--- src/sv/can_mcf_pkg.sv ---
`default_nettype none

package can_mcf_pkg;

  localparam int unsigned MaxMotors     = 4;
  localparam int unsigned MotorCountDef = 4;

  localparam int unsigned IdW     = 11;
  localparam int unsigned AgeW    = 16;
  localparam int unsigned DutyW   = 15;
  localparam int unsigned LenW    = 4;
  localparam int unsigned DataW   = 64;
  localparam int unsigned CmdW    = 16;
  localparam int unsigned CfgIdxW = 2;
  localparam int unsigned CfgDatW = 16;

  localparam logic [IdW-1:0]   OWN_ID_RESET  = 11'd320;
  localparam logic [AgeW-1:0]  TIMEOUT_RESET = 16'd50;
  localparam logic [DutyW-1:0] PWM_TOP_RESET = 15'd32767;
  localparam logic [AgeW-1:0]  AGE_MAX       = 16'hFFFF;
  localparam logic [DutyW-1:0] CMD_LIMIT     = 15'd32767;
  localparam logic [LenW-1:0]  MIN_CMD_BYTES = 4'd8;

  localparam logic REQ_FRAME = 1'b0;
  localparam logic REQ_TICK  = 1'b1;

  typedef enum logic [CfgIdxW-1:0] {
    CFG_OWN_ID  = 2'd0,
    CFG_TIMEOUT = 2'd1,
    CFG_PWM_TOP = 2'd2
  } cfg_idx_t;

  typedef struct packed {
    logic             req_type;
    logic [IdW-1:0]   frame_id;
    logic             frame_extended;
    logic [LenW-1:0]  frame_len;
    logic [DataW-1:0] payload;
  } item_t;

  typedef struct packed {
    logic [IdW-1:0]   own_id;
    logic [AgeW-1:0]  timeout_ticks;
    logic [DutyW-1:0] pwm_top;
  } cfg_t;

  typedef struct packed {
    logic [AgeW-1:0] any_age;
    logic [AgeW-1:0] own_age;
  } age_status_t;

endpackage

`default_nettype wire

--- src/sv/can_motor_command_failsafe_top.sv ---
// Channel  Handshake                 Beat carries
// in       in_valid / in_ready       req_type, frame_id, frame_extended, frame_len, payload
// out      out_valid / out_ready     motor0..3 fwd/back duties, led_a_level, led_b_level
// cfg      cfg_valid / cfg_ready     cfg_index, cfg_data
//
// Every input beat gives one result beat, after the input register and the state registers.
// One beat per cycle sustained while out_ready stays high: an input register feeds the state update,
// and the state registers double as the result register.
// Reset clears ages, duties and LEDs and loads the register defaults.
// An output stall holds the state; the input register takes one more beat.
`default_nettype none

module can_motor_command_failsafe_top #(
  parameter int unsigned MOTOR_COUNT = can_mcf_pkg::MotorCountDef
) (
  input  wire logic                                clk,
  input  wire logic                                rst,
  input  wire logic                                in_valid,
  output logic                                     in_ready,
  input  wire logic                                req_type,
  input  wire logic [can_mcf_pkg::IdW-1:0]         frame_id,
  input  wire logic                                frame_extended,
  input  wire logic [can_mcf_pkg::LenW-1:0]        frame_len,
  input  wire logic [can_mcf_pkg::DataW-1:0]       payload,
  output logic                                     out_valid,
  input  wire logic                                out_ready,
  output logic [can_mcf_pkg::DutyW-1:0]            motor0_fwd_duty,
  output logic [can_mcf_pkg::DutyW-1:0]            motor0_back_duty,
  output logic [can_mcf_pkg::DutyW-1:0]            motor1_fwd_duty,
  output logic [can_mcf_pkg::DutyW-1:0]            motor1_back_duty,
  output logic [can_mcf_pkg::DutyW-1:0]            motor2_fwd_duty,
  output logic [can_mcf_pkg::DutyW-1:0]            motor2_back_duty,
  output logic [can_mcf_pkg::DutyW-1:0]            motor3_fwd_duty,
  output logic [can_mcf_pkg::DutyW-1:0]            motor3_back_duty,
  output logic                                     led_a_level,
  output logic                                     led_b_level,
  input  wire logic                                cfg_valid,
  output logic                                     cfg_ready,
  input  wire logic [can_mcf_pkg::CfgIdxW-1:0]     cfg_index,
  input  wire logic [can_mcf_pkg::CfgDatW-1:0]     cfg_data
);
  import can_mcf_pkg::*;

  cfg_t        cfg;
  item_t       in_q;
  logic        in_q_valid;
  logic        advance;
  age_status_t status;
  logic [DutyW-1:0] fwd_duty  [MaxMotors];
  logic [DutyW-1:0] back_duty [MaxMotors];

  assign cfg_ready = 1'b1;

  always_ff @(posedge clk) begin
    if (rst) begin
      cfg.own_id        <= OWN_ID_RESET;
      cfg.timeout_ticks <= TIMEOUT_RESET;
      cfg.pwm_top       <= PWM_TOP_RESET;
    end else if (cfg_valid) begin
      case (cfg_index)
        CFG_OWN_ID:  cfg.own_id        <= cfg_data[IdW-1:0];
        CFG_TIMEOUT: cfg.timeout_ticks <= cfg_data[AgeW-1:0];
        CFG_PWM_TOP: cfg.pwm_top       <= cfg_data[DutyW-1:0];
        default: ;
      endcase
    end
  end

  assign advance  = in_q_valid && (!out_valid || out_ready);
  assign in_ready = !in_q_valid || advance;

  always_ff @(posedge clk) begin
    if (rst) begin
      in_q_valid <= 1'b0;
      out_valid  <= 1'b0;
    end else begin
      if (in_ready) in_q_valid <= in_valid;
      if (advance) begin
        out_valid <= 1'b1;
      end else if (out_ready) begin
        out_valid <= 1'b0;
      end
    end
  end

  always_ff @(posedge clk) begin
    if (in_valid && in_ready) begin
      in_q.req_type       <= req_type;
      in_q.frame_id       <= frame_id;
      in_q.frame_extended <= frame_extended;
      in_q.frame_len      <= frame_len;
      in_q.payload        <= payload;
    end
  end

  can_mcf_core #(
    .MOTOR_COUNT (MOTOR_COUNT)
  ) u_core (
    .clk       (clk),
    .rst       (rst),
    .advance   (advance),
    .item      (in_q),
    .cfg       (cfg),
    .fwd_duty  (fwd_duty),
    .back_duty (back_duty),
    .led_a     (led_a_level),
    .led_b     (led_b_level),
    .status    (status)
  );

  assign motor0_fwd_duty  = fwd_duty[0];
  assign motor0_back_duty = back_duty[0];
  assign motor1_fwd_duty  = fwd_duty[1];
  assign motor1_back_duty = back_duty[1];
  assign motor2_fwd_duty  = fwd_duty[2];
  assign motor2_back_duty = back_duty[2];
  assign motor3_fwd_duty  = fwd_duty[3];
  assign motor3_back_duty = back_duty[3];

  a_advance_gives_result: assert property (@(posedge clk) disable iff (rst)
    advance |=> out_valid)
    else $error("processed beat produced no result");

  a_led_not_both: assert property (@(posedge clk) disable iff (rst)
    !(led_a_level && led_b_level))
    else $error("both status LEDs high");

  a_own_age_ge_any: assert property (@(posedge clk) disable iff (rst)
    status.own_age >= status.any_age)
    else $error("own-traffic age below all-traffic age");

  a_stall_holds_state: assert property (@(posedge clk) disable iff (rst)
    (out_valid && !out_ready) |=> $stable(status.any_age) && $stable(status.own_age))
    else $error("state changed while result stalled");

endmodule

`default_nettype wire

--- src/sv/can_mcf_duty.sv ---
`default_nettype none

module can_mcf_duty (
  input  wire logic [can_mcf_pkg::CmdW-1:0]  cmd,
  input  wire logic [can_mcf_pkg::DutyW-1:0] pwm_top,
  output logic      [can_mcf_pkg::DutyW-1:0] fwd_duty,
  output logic      [can_mcf_pkg::DutyW-1:0] back_duty
);
  import can_mcf_pkg::*;

  logic [CmdW-1:0]  neg_cmd;
  logic [DutyW-1:0] mag;
  logic [DutyW-1:0] lim;

  assign neg_cmd = ~cmd + 16'd1;

  always_comb begin
    if (!cmd[CmdW-1]) begin
      mag = cmd[DutyW-1:0];
    end else if (cmd[DutyW-1:0] == '0) begin
      // most negative command clamps to the symmetric limit
      mag = CMD_LIMIT;
    end else begin
      mag = neg_cmd[DutyW-1:0];
    end
    lim       = (mag > pwm_top) ? pwm_top : mag;
    fwd_duty  = cmd[CmdW-1] ? '0 : lim;
    back_duty = cmd[CmdW-1] ? lim : '0;
  end

endmodule

`default_nettype wire

--- src/sv/can_mcf_core.sv ---
`default_nettype none

module can_mcf_core #(
  parameter int unsigned MOTOR_COUNT = can_mcf_pkg::MotorCountDef
) (
  input  wire logic                clk,
  input  wire logic                rst,
  input  wire logic                advance,
  input  wire can_mcf_pkg::item_t  item,
  input  wire can_mcf_pkg::cfg_t   cfg,
  output logic [can_mcf_pkg::DutyW-1:0] fwd_duty  [can_mcf_pkg::MaxMotors],
  output logic [can_mcf_pkg::DutyW-1:0] back_duty [can_mcf_pkg::MaxMotors],
  output logic                     led_a,
  output logic                     led_b,
  output can_mcf_pkg::age_status_t status
);
  import can_mcf_pkg::*;

  logic [AgeW-1:0]  any_age;
  logic [AgeW-1:0]  own_age;
  logic [AgeW-1:0]  any_age_next;
  logic [AgeW-1:0]  own_age_next;
  logic             led_a_next;
  logic             led_b_next;
  logic [DutyW-1:0] fwd_next     [MaxMotors];
  logic [DutyW-1:0] back_next    [MaxMotors];
  logic [DutyW-1:0] fwd_decoded  [MaxMotors];
  logic [DutyW-1:0] back_decoded [MaxMotors];
  logic             frame_hit;

  for (genvar m = 0; m < MaxMotors; m++) begin : g_motor
    if (m < MOTOR_COUNT) begin : g_used
      can_mcf_duty u_duty (
        .cmd       (item.payload[CmdW*m +: CmdW]),
        .pwm_top   (cfg.pwm_top),
        .fwd_duty  (fwd_decoded[m]),
        .back_duty (back_decoded[m])
      );
    end else begin : g_unused
      assign fwd_decoded[m]  = '0;
      assign back_decoded[m] = '0;
    end
  end

  assign frame_hit = (item.req_type == REQ_FRAME) && !item.frame_extended &&
                     (item.frame_id == cfg.own_id);

  always_comb begin
    any_age_next = any_age;
    own_age_next = own_age;
    led_a_next   = led_a;
    led_b_next   = led_b;
    for (int m = 0; m < MaxMotors; m++) begin
      fwd_next[m]  = fwd_duty[m];
      back_next[m] = back_duty[m];
    end

    if (item.req_type == REQ_FRAME) begin
      any_age_next = '0;
      if (frame_hit) begin
        own_age_next = '0;
        led_a_next   = 1'b0;
        led_b_next   = 1'b1;
        for (int m = 0; m < MaxMotors; m++) begin
          if (item.frame_len >= MIN_CMD_BYTES) begin
            fwd_next[m]  = fwd_decoded[m];
            back_next[m] = back_decoded[m];
          end else begin
            fwd_next[m]  = '0;
            back_next[m] = '0;
          end
        end
      end
    end else begin
      if (any_age != AGE_MAX) any_age_next = any_age + 16'd1;
      if (own_age != AGE_MAX) own_age_next = own_age + 16'd1;
    end

    // failsafe: bus silence wins over own-id silence
    if (any_age_next > cfg.timeout_ticks) begin
      led_a_next = 1'b0;
      led_b_next = 1'b0;
    end else if (own_age_next > cfg.timeout_ticks) begin
      led_a_next = 1'b1;
      led_b_next = 1'b0;
    end
    if (any_age_next > cfg.timeout_ticks || own_age_next > cfg.timeout_ticks) begin
      for (int m = 0; m < MaxMotors; m++) begin
        fwd_next[m]  = '0;
        back_next[m] = '0;
      end
    end
  end

  always_ff @(posedge clk) begin
    if (rst) begin
      any_age <= '0;
      own_age <= '0;
      led_a   <= 1'b0;
      led_b   <= 1'b0;
      for (int m = 0; m < MaxMotors; m++) begin
        fwd_duty[m]  <= '0;
        back_duty[m] <= '0;
      end
    end else if (advance) begin
      any_age <= any_age_next;
      own_age <= own_age_next;
      led_a   <= led_a_next;
      led_b   <= led_b_next;
      for (int m = 0; m < MaxMotors; m++) begin
        fwd_duty[m]  <= fwd_next[m];
        back_duty[m] <= back_next[m];
      end
    end
  end

  assign status.any_age = any_age;
  assign status.own_age = own_age;

endmodule

`default_nettype wire

--- config.mk ---
export PLATFORM = sky130hd
export DESIGN_NAME = can_motor_command_failsafe_top
export DESIGN_NICKNAME = d
export VERILOG_FILES = /design/src/sv/can_mcf_pkg.sv /design/src/sv/can_motor_command_failsafe_top.sv /design/src/sv/can_mcf_duty.sv /design/src/sv/can_mcf_core.sv
export SDC_FILE = /design/constraint.sdc
export NUM_CORES = 1
export LEC_CHECK = 0
export ABC_AREA = 1
export BUFFER_PORTS_ARGS = -buffer_cell sky130_fd_sc_hd__buf_2
export CORE_MARGIN = 2
export CORE_UTILIZATION = 45
export CTS_BUF_LIST = sky130_fd_sc_hd__clkbuf_2
export CTS_CLUSTER_SIZE = 30
export DETAILED_ROUTE_END_ITERATION = 8
export PLACE_DENSITY = 0.7
export SETUP_SLACK_MARGIN = 0.5
export SYNTH_ARGS = -nofsm -noshare
export SYNTH_HDL_FRONTEND = slang
export SYNTH_HIERARCHICAL = 1
export SYNTH_SLANG_ARGS = --single-unit
--- constraint.sdc ---
create_clock -name clk -period 4.2 [get_ports clk]
set_input_delay 1.26 -clock clk [delete_from_list [all_inputs] [get_ports clk]]
set_output_delay 1.26 -clock clk [all_outputs]
set_load 0.02 [all_outputs]
---- Yosys cells after proc, flatten, opt, wreduce, memory -nomap -nowiden ----
Cells that the tools add are included.
W data, S select, Z words.
word-level totals
  bits of input ports ..................... 104
  register bits ........................... 279
  output and inout port bits .............. 125
  word-level logic and storage cells ...... 119
operators by class
  magnitude comparators ................... 7
  mux-type cells .......................... 49
  add/sub/neg operators ................... 6
  bitwise gates (word level) .............. 5
  equality and inequality tests ........... 7
  reduce and logical (&&, ||, !) cells .... 23
operator list
  cell                     number
  $mux W15                 28
  $mux W60                 6
  $mux W16                 5
  $add A15 B1 Y15 const B  4
  $gt A15 B15 Y1           4
  $logic_not A15 Y1        4
  $not A15 Y15             4
  $add A16 B1 Y16 const B  2
  $gt A16 B16 Y1           2
  $ne A16 B16 Y1 const B   2
  $eq A11 B11 Y1           1
  $mux W1                  10
  $reduce_and A2 Y1        3
  $reduce_and A3 Y1        2
  $ge A4 B4 Y1 const B     1
  $logic_and A1 B1 Y1      4
  $reduce_bool A2 Y1       2
  $logic_not A1 Y1         3
  $logic_or A1 B1 Y1       3
  $ne A3 B1 Y1 const B     1
  $reduce_bool A3 Y1       1
  $eq A2 B1 Y1 const B     1
  $eq A2 B2 Y1 const B     1
  $logic_not A2 Y1         1
  other kinds (2)          2

---- Depth between registers and ports, before layout ----
Gate-level depths: netlist of the first run.
  word-level depth ........................ 11
  mapped depth ............................ 30
  mapped depth without buffers ............ 27

---- By module ----
Netlist of the first run, hierarchy kept.
modules (own cells, without submodules)
  module                                              seq. area each (µm²)  times used  cells an instance  area each (µm²)
  can_mcf_core                                        3083.0                1           1336               8818.5
  can_motor_command_failsafe_top                      3313.2                1           333                4241.6
  can_mcf_duty (u_core.g_motor[2].g_used.u_duty ...)  0.0                   2           273                1390.1
  can_mcf_duty (u_core.g_motor[1].g_used.u_duty)      0.0                   1           275                1356.3
  can_mcf_duty (u_core.g_motor[0].g_used.u_duty)      0.0                   1           274                1355.0

---- Least setup slack after synthesis of the first run ----
No wires, ideal clock.
  kind .................................... input-to-reg
  start point ............................. input out_ready
  end point ............................... register in_q[0] (netlist name) (enable)
  slack ................................... 588 ps
  library setup time ...................... 435 ps
  stages .................................. 4
  required time ........................... 3765 ps
  buffers on the path ..................... 0
  arrival time ............................ 3177 ps
  cells stage by stage .................... inv_1 > nand3_1 > nand2_1 > inv_1
between the ends
  longest elaborated chain between the ends .. 4
RTL lines
  what                 RTL line                              source
  start, declared      can_motor_command_failsafe_top.sv:26  input wire logic out_ready,
  $logic_or A1 B1 Y1   can_motor_command_failsafe_top.sv:69  assign advance = in_q_valid && (!out_valid || out_ready);
  $logic_and A1 B1 Y1  can_motor_command_failsafe_top.sv:69
  $logic_or A1 B1 Y1   can_motor_command_failsafe_top.sv:70  assign in_ready = !in_q_valid || advance;
  net in_ready         can_motor_command_failsafe_top.sv:19  output logic in_ready,
  $logic_and A1 B1 Y1  can_motor_command_failsafe_top.sv:87  if (in_valid && in_ready) begin
  end, declared        can_motor_command_failsafe_top.sv:45  item_t in_q;
The timed path passes the listed nets, and every way through them passes these cells.
A chain may end at the register's enable or synchronous reset.

---- Worst setup path in the final report of the first run ----
  start point ............................. register u_core.own_age[0]
  end point ............................... register u_core/back_duty[38] (netlist name)
between the ends
  longest elaborated chain between the ends .. 7
  elaborated cells on any way between the ends .. 11
  those cells by class .................... add/sub: 1; order compare: 1; eq/ne: 2; mux: 4; reduce/logical: 3
RTL lines
  what                                                                 RTL line             source
  start, declared                                                      can_mcf_core.sv:20   logic [AgeW-1:0] own_age;
  start signal, assigned                                               can_mcf_core.sv:107  own_age <= own_age_next;
  $add A16 B1 Y16 or $ne A16 B16 Y1 (tied branches)                    can_mcf_core.sv:76   if (own_age != AGE_MAX) own_age_next = own_age + 16'd1;
  $mux W16 *                                                           can_mcf_core.sv:76
  $mux W16 *                                                           can_mcf_core.sv:58   if (item.req_type == REQ_FRAME) begin
  net u_core.own_age_next[3]                                           can_mcf_core.sv:22   logic [AgeW-1:0] own_age_next;
  $gt A16 B16 Y1 *                                                     can_mcf_core.sv:87   if (any_age_next > cfg.timeout_ticks || own_age_next > cfg.timeout_ticks) begin
  $logic_or A1 B1 Y1 *                                                 can_mcf_core.sv:87
  $ne A2 B1 Y1 (no source line) or $reduce_bool A2 Y1 (tied branches)  --
  $reduce_and A3 Y1 (no source line)                                   --
  end signal, assigned by index                                        can_mcf_core.sv:112  back_duty[m] <= back_next[m];
  end, declared                                                        can_mcf_core.sv:12   output logic [can_mcf_pkg::DutyW-1:0] back_duty [can_mcf_pkg::MaxMotors],
Mark *: on every way through the listed nets, which the timed path passes. The rest lies on a longest branch.

==> impl_results.rst, run 1 <==
.. list-table::
   :header-rows: 1

   * - Metric
     - Value
   * - Outcome
     - complete, no violations
   * - Pin count of the biggest net entering global routing
     - roughly 120
   * - Fraction of the cycle the final worst path needs
     - 0.845
   * - Number of hold-slack violations in the final timing report
     - 0
   * - Max FO, Critical Path
     - 10
   * - Antenna-violating nets left
     - 0
   * - Most prevalent standard cell on the critical path
     - sky130_fd_sc_hd__nand2_1
   * - Clock tree sinks
     - 276
   * - Required time at the worst-slack endpoint
     - roughly 5.1 ns
   * - Longest Clk Path Bufs
     - 3
   * - Power density cells
     - 314 nW/µm²
   * - Slew HR
     - 0.402
   * - Post-synthesis cell area
     - between 15000 and 20000 µm²
   * - Detailed-route wire length
     - 57700 µm
   * - Mean instance size in the synthesized netlist
     - about 6.7 µm²
   * - Time the worst path needs with I/O delays and setup
     - approximately 3.5 ns
   * - Maximum ir drop on the vdd rail
     - 0.357 mV
   * - Total DRC errors in the routed layout
     - 0
   * - Clock transition at the registers of the reported paths
     - 0.10 ns
   * - Floorplan die area
     - about 43000 µm²
   * - Area Overhead vs Synth
     - 15.3%
   * - Slew @ Worst Pin
     - approximately 0.9 ns
   * - Last weighted congestion value of the routability-driven placer
     - between 0.9 and 1
   * - Maximum clock rate
     - 282 MHz
   * - Root buffer cell
     - sky130_fd_sc_hd__clkbuf_2
   * - Element type at the critical path start
     - flip-flop
   * - Synthesis warning total
     - 6
   * - I/O pins
     - between 200 and 250
   * - Slowest library cell on the worst path
     - sky130_fd_sc_hd__dfxtp_4
   * - Endpoint kind of the worst setup timing path
     - flip-flop
   * - Synthesized netlist cell count
     - roughly 2800
   * - Number of max-cap violations
     - 0
   * - Unrepaired setup endpoints after global routing
     - false
   * - Global-route wire length before repair
     - ~87000 µm
   * - Initial DRC Count
     - 1664
   * - Setup violation total in the final timing report
     - 0
   * - Fraction of layout cells with a size suffix above 1
     - 0.186
   * - Worst skew pair latency
     - between 1 and 1.5 ns
   * - Std-Cell Rows
     - 74
   * - Hpwl dp
     - a little over 40000 µm
   * - Port Buffers
     - 224
   * - Pins over their slew limit
     - 0
   * - Starting Density
     - 0.454
   * - Sum of overflow across all layers after global routing
     - 0
   * - CTS tree
     - done
   * - Maximum single-stage delay on the critical path
     - a little under 0.4 ns
   * - Static power due to leakage
     - approximately 12 nW
   * - Via count of the first global-routing pass
     - 16700
   * - Number of levels the H-tree was split into
     - 3
   * - Number of antenna violations at the first check in global routing
     - 1
   * - Hold_buf cts
     - 0
   * - Width of the die
     - 207 µm
   * - Routed len/inst
     - ~16 µm
   * - Net count of the mapped netlist
     - 2963
   * - Floorplan Core Area
     - roughly 41000 µm²
   * - Detailed-routing iteration count for the pre-antenna-repair pass
     - 6
   * - Setup TNS
     - 0 ns
   * - Overall track demand over capacity in global routing
     - 0.260
   * - Critical setup path kind
     - flip-flop to flip-flop
   * - Avg Vias per Cell
     - roughly 5.2
   * - Vias
     - about 19000
   * - Worst path arrival time
     - 4.41 ns
   * - Y dimension of the die
     - between 200 and 250 µm
   * - Setup slack at placement
     - 0.424 ns
   * - Net count, final
     - roughly 3200
   * - Total CTS buffers
     - between 70 and 80
   * - Layout Skew
     - between 0.08 and 0.09 ns
   * - Min-Delay Path Class
     - input port to flip-flop
   * - Worst Slack Setup Final
     - between 0.6 and 0.7 ns
critical path, delay by kind of cell, from the launching register on:
kind                     cells  cell delay (ns)
AO/OA/AOI/OAI                2             0.23
adder cells (fa/ha/maj)      2             0.42
buffers and inverters        8             0.87
flip-flops                   1             0.39
AND/OR/NAND/NOR             18             1.46
registers in the layout (all words and copies together) (netlist names):
signal,flops
u_core/led_b,1
u_core/own_age,16
u_core/any_age,16
cfg,42
in_q_valid,1
u_core/fwd_duty,60
out_valid,1
in_q,78
u_core/back_duty,60
u_core/led_a,1
layout by cell type, fill, tap and decap left out, types with 12 or more instances in the layout:
cell type	count
sky130_fd_sc_hd__a21oi_1	231
sky130_fd_sc_hd__buf_12	12
sky130_fd_sc_hd__buf_2	223
sky130_fd_sc_hd__buf_4	36
sky130_fd_sc_hd__clkbuf_2	113
sky130_fd_sc_hd__dfxtp_1	193
sky130_fd_sc_hd__edfxtp_1	78
sky130_fd_sc_hd__ha_1	95
sky130_fd_sc_hd__inv_1	448
sky130_fd_sc_hd__inv_2	20
sky130_fd_sc_hd__nand2_1	738
sky130_fd_sc_hd__nand2_2	20
sky130_fd_sc_hd__nand3_1	164
sky130_fd_sc_hd__nand3_2	22
sky130_fd_sc_hd__nand4_1	151
sky130_fd_sc_hd__nor2_1	245
sky130_fd_sc_hd__nor2_2	13
sky130_fd_sc_hd__nor2_4	14
sky130_fd_sc_hd__nor3_1	12
sky130_fd_sc_hd__o21ai_0	59
sky130_fd_sc_hd__o21ai_1	12
sky130_fd_sc_hd__xor2_1	15
final timing paths:
path	start	to	slack, ns	cells after the start
min	req_type	in_q[80]	0.44	1
max	u_core/own_age[0]	u_core/back_duty[38]	0.65	30
max reg2reg	u_core/own_age[0]	u_core/back_duty[38]	0.65	30
min reg2reg	u_core/led_b	u_core/led_b	0.46	2
layout make-up:
| class | count | area, µm² |
|---|---|---|
| Multi-Input combinational cell | 1871 | 9860 |
| Sequential cell | 276 | 6320 |
| Clock buffer | 113 | 566 |
| Tap cell | 532 | 666 |
| Clock inverter | 20 | 188 |
| Fill cell | 4018 | 19400 |
| Antenna cell | 1 | 2.50 |
| Inverter | 469 | 1780 |
| Timing Repair Buffer | 284 | 1910 |
report_power, final:
part           internal (mW)  switching, mW
clock                  0.961           1.18
sequential              2.83         0.0990
combinational          0.575           1.04
total                   4.37           2.31
metal layers:
layer	routed length [µm]	track usage	part of all wire
met1	25700	0.365	0.45
met2	24600	0.381	0.43
met3	5160	0.0576	0.089
met4	2250	0.118	0.039
met5	0	0	0
timing repair:
action,4_1_cts,5_1_grt
resized for setup,8,87
endpoints found under the setup margin,119,122
pin swaps,1,17
buffers inserted,1,13
gates cloned,1,10
stage by stage:
stage               hold slack (ns)  area (µm²)  std cells  utilization  power, mW
floorplan                     0.442       18500       2761            -       3.93
global placement              0.448       19800       3407        0.486       4.27
detailed placement            0.451       19800       3407        0.486       4.31
CTS                           0.308       20600       3542        0.507       6.52
global route                  0.360       21300       3566        0.524       7.08
finish                        0.440       21300       3566        0.524       6.68
Note: power is estimated with default switching activity, not from simulation.
==> inputs of run 2 (changes only) <==
--- a/config.mk
+++ b/config.mk
@@ -12,7 +12,7 @@
 export CTS_BUF_LIST = sky130_fd_sc_hd__clkbuf_2
 export CTS_CLUSTER_SIZE = 30
 export DETAILED_ROUTE_END_ITERATION = 8
-export PLACE_DENSITY = 0.7
+export PLACE_DENSITY = 0.73
 export SETUP_SLACK_MARGIN = 0.5
 export SYNTH_ARGS = -nofsm -noshare
 export SYNTH_HDL_FRONTEND = slang
==> constraint.sdc (replaced) <==
create_clock -name clk -period 3.2 [get_ports clk]
set_input_delay 0.96 -clock clk [delete_from_list [all_inputs] [get_ports clk]]
set_output_delay 0.96 -clock clk [all_outputs]
set_load 0.02 [all_outputs]
==> impl_results.rst, run 2 (same netlist as run 1, synthesis figures left out) <==
.. list-table::
   :header-rows: 1

   * - Metric
     - Value
   * - Worst path arrival time
     - roughly 4.3 ns
   * - Pins over their slew limit
     - 0
   * - Post-Place Cell Area
     - 20900 µm²
   * - Total placed cells including tap cells
     - roughly 3500
   * - Net switching component of the power
     - 3.16 mW
   * - Max reg flops
     - 78
   * - I/O pins
     - about 230
   * - Setup TNS
     - -20.58 ns
   * - Most common cell after layout, fill and taps aside
     - sky130_fd_sc_hd__nand2_1
   * - Slew @ Worst Pin
     - 0.916 ns
   * - Global-route wire length before repair
     - 91200 µm
   * - Max FO, Critical Path
     - 6
   * - Worst skew pair latency
     - between 1 and 1.5 ns
   * - Largest delay contributor family on the critical path
     - simple AND/OR/NAND/NOR gates
   * - Count of non-filler cells in the finished layout
     - between 3000 and 4000
   * - Maximum single-stage delay on the critical path
     - about 0.37 ns
   * - Width of the die
     - just over 200 µm
   * - Sequential share of power
     - 0.432
   * - Unrepaired setup endpoints after global routing
     - true
   * - Total DRC errors in the routed layout
     - 0
   * - Time the worst path needs with I/O delays and setup
     - approximately 3.5 ns
   * - Min-Delay Path Class
     - input port to flip-flop
   * - Number of antenna violations at the first check in global routing
     - 2
   * - Maximum clock rate
     - 289 MHz
   * - Clock share of power
     - 0.297
   * - Fraction of layout cells with a size suffix above 1
     - 0.293
   * - Hold_buf cts
     - 0
   * - Detailed-routing iteration count for the pre-antenna-repair pass
     - 6
   * - Number of hold-slack violations in the final timing report
     - 0
   * - Setup violation total in the final timing report
     - roughly 120
   * - Overall track demand over capacity in global routing
     - 0.268
   * - Endpoint kind of the worst setup timing path
     - flip-flop
   * - Hpwl dp
     - a little over 40000 µm
   * - Longest Clk Path Bufs
     - 3
   * - Static power due to leakage
     - 12.7 nW
   * - Fraction of the cycle the final worst path needs
     - 1.08
   * - Vias
     - ~20000
   * - Std-Cell Rows
     - 74
   * - Post-route core utilization
     - 0.583
   * - Layout Skew
     - 0.0974 ns
   * - Root buffer cell
     - sky130_fd_sc_hd__clkbuf_2
   * - Final Hold Slack
     - 0.114 ns
   * - Starting Density
     - 0.454
   * - Power density cells
     - roughly 380 nW/µm²
   * - Clock transition at the registers of the reported paths
     - 0.11 ns
   * - Floorplan die area
     - about 43000 µm²
   * - Detailed-route wire length
     - around 60000 µm
   * - Area Overhead vs Synth
     - 28.3%
   * - Worst reg2reg setup slack
     - -0.26 ns
   * - Combinational power share
     - 0.271
   * - Clock tree sinks
     - roughly 280
   * - Initial DRC Count
     - approximately 1700
   * - Port Buffers
     - between 200 and 250
   * - Outcome
     - complete, but fails checks
   * - Floorplan Core Area
     - 40600 µm²
   * - Slew HR
     - 0.388
   * - Number of levels the H-tree was split into
     - 3
   * - Register with the most flip-flops
     - in_q
   * - Last weighted congestion value of the routability-driven placer
     - ~0.9
   * - Worst Slack Setup Final
     - -0.257 ns
   * - Pin count of the biggest net entering global routing
     - 92
   * - Post-route cell area
     - 23700 µm²
   * - CTS tree
     - done
   * - Y dimension of the die
     - approximately 210 µm
   * - Required time at the worst-slack endpoint
     - 4.07 ns
   * - Worst path bufs/invs
     - 7
   * - Net count, final
     - 3357
   * - Critical setup path kind
     - flip-flop to flip-flop
   * - Registers with the most flip-flops
     - in_q (78), u_core/back_duty (60), u_core/fwd_duty (60)
   * - Via count of the first global-routing pass
     - about 18000
   * - Commonest non-fill, non-tap cells in the layout
     - sky130_fd_sc_hd__nand2_1 (649), sky130_fd_sc_hd__inv_1 (430), sky130_fd_sc_hd__buf_2 (224)
   * - Slowest library cell on the worst path
     - sky130_fd_sc_hd__dfxtp_2
   * - Routed len/inst
     - 16.2 µm
   * - Switching portion of total power
     - 0.355
   * - Total CTS buffers
     - 74
   * - Most prevalent standard cell on the critical path
     - sky130_fd_sc_hd__nand2_4
   * - Internal power
     - between 5 and 6 mW
   * - Avg Vias per Cell
     - 5.21
   * - Antenna-violating nets left
     - 0
   * - Element type at the critical path start
     - flip-flop
   * - Sum of overflow across all layers after global routing
     - 0
   * - Maximum ir drop on the vdd rail
     - about 0.23 mV
   * - Violated checks
     - negative setup slack
   * - Number of max-cap violations
     - 0
run 2: path summary, 6_finish.rpt:
kind                                           start  cells after the start                   end
worst max-delay path               u_core/own_age[0]                     26  u_core/back_duty[23]
worst min-delay path                     frame_id[2]                      1              in_q[71]
worst max register to register     u_core/own_age[0]                     26  u_core/back_duty[23]
worst min register to register  u_core/back_duty[34]                      2  u_core/back_duty[34]
run 2: metrics by stage:
step                setup slack (ns)  power, mW
floorplan                      0.276       5.20
global placement              -0.211       5.74
detailed placement            -0.241       5.79
CTS                           -0.125       8.68
global route                  -0.394       9.38
finish                        -0.257       8.90
run 2: power by group through the flow:
stage	clock network, mW	registers (mW)	logic [mW]
floorplan	0	3.88	1.33
global placement	0	3.91	1.83
detailed placement	0	3.91	1.88
CTS	2.72	3.83	2.12
global route	2.88	3.86	2.65
finish	2.64	3.84	2.41
run 2: area by class of cell:
type,count,area (µm²)
clock inverter,26,168
tap,532,666
timing repair inverter,1,8.76
fill,3698,17000
multi-input combinational,1869,10700
inverter,469,1790
antenna,3,7.51
timing repair buffer,464,3520
sequential,276,6330
clock buffer,107,536
run 2: per-layer routing:
layer	GRT usage	vias up	wire length, µm
met5	0	-	22
met4	0.104	2	2330
met3	0.0571	172	4990
met2	0.419	829	27000
met1	0.361	8870	26300
li1	-	9649	-
run 2: what timing repair did:
item | CTS | global route
pin swaps | 50 | 76
gates resized for setup | 141 | 215
cloned | 14 | 3
buffers inserted | 23 | 31
setup endpoints to repair | 126 | 123
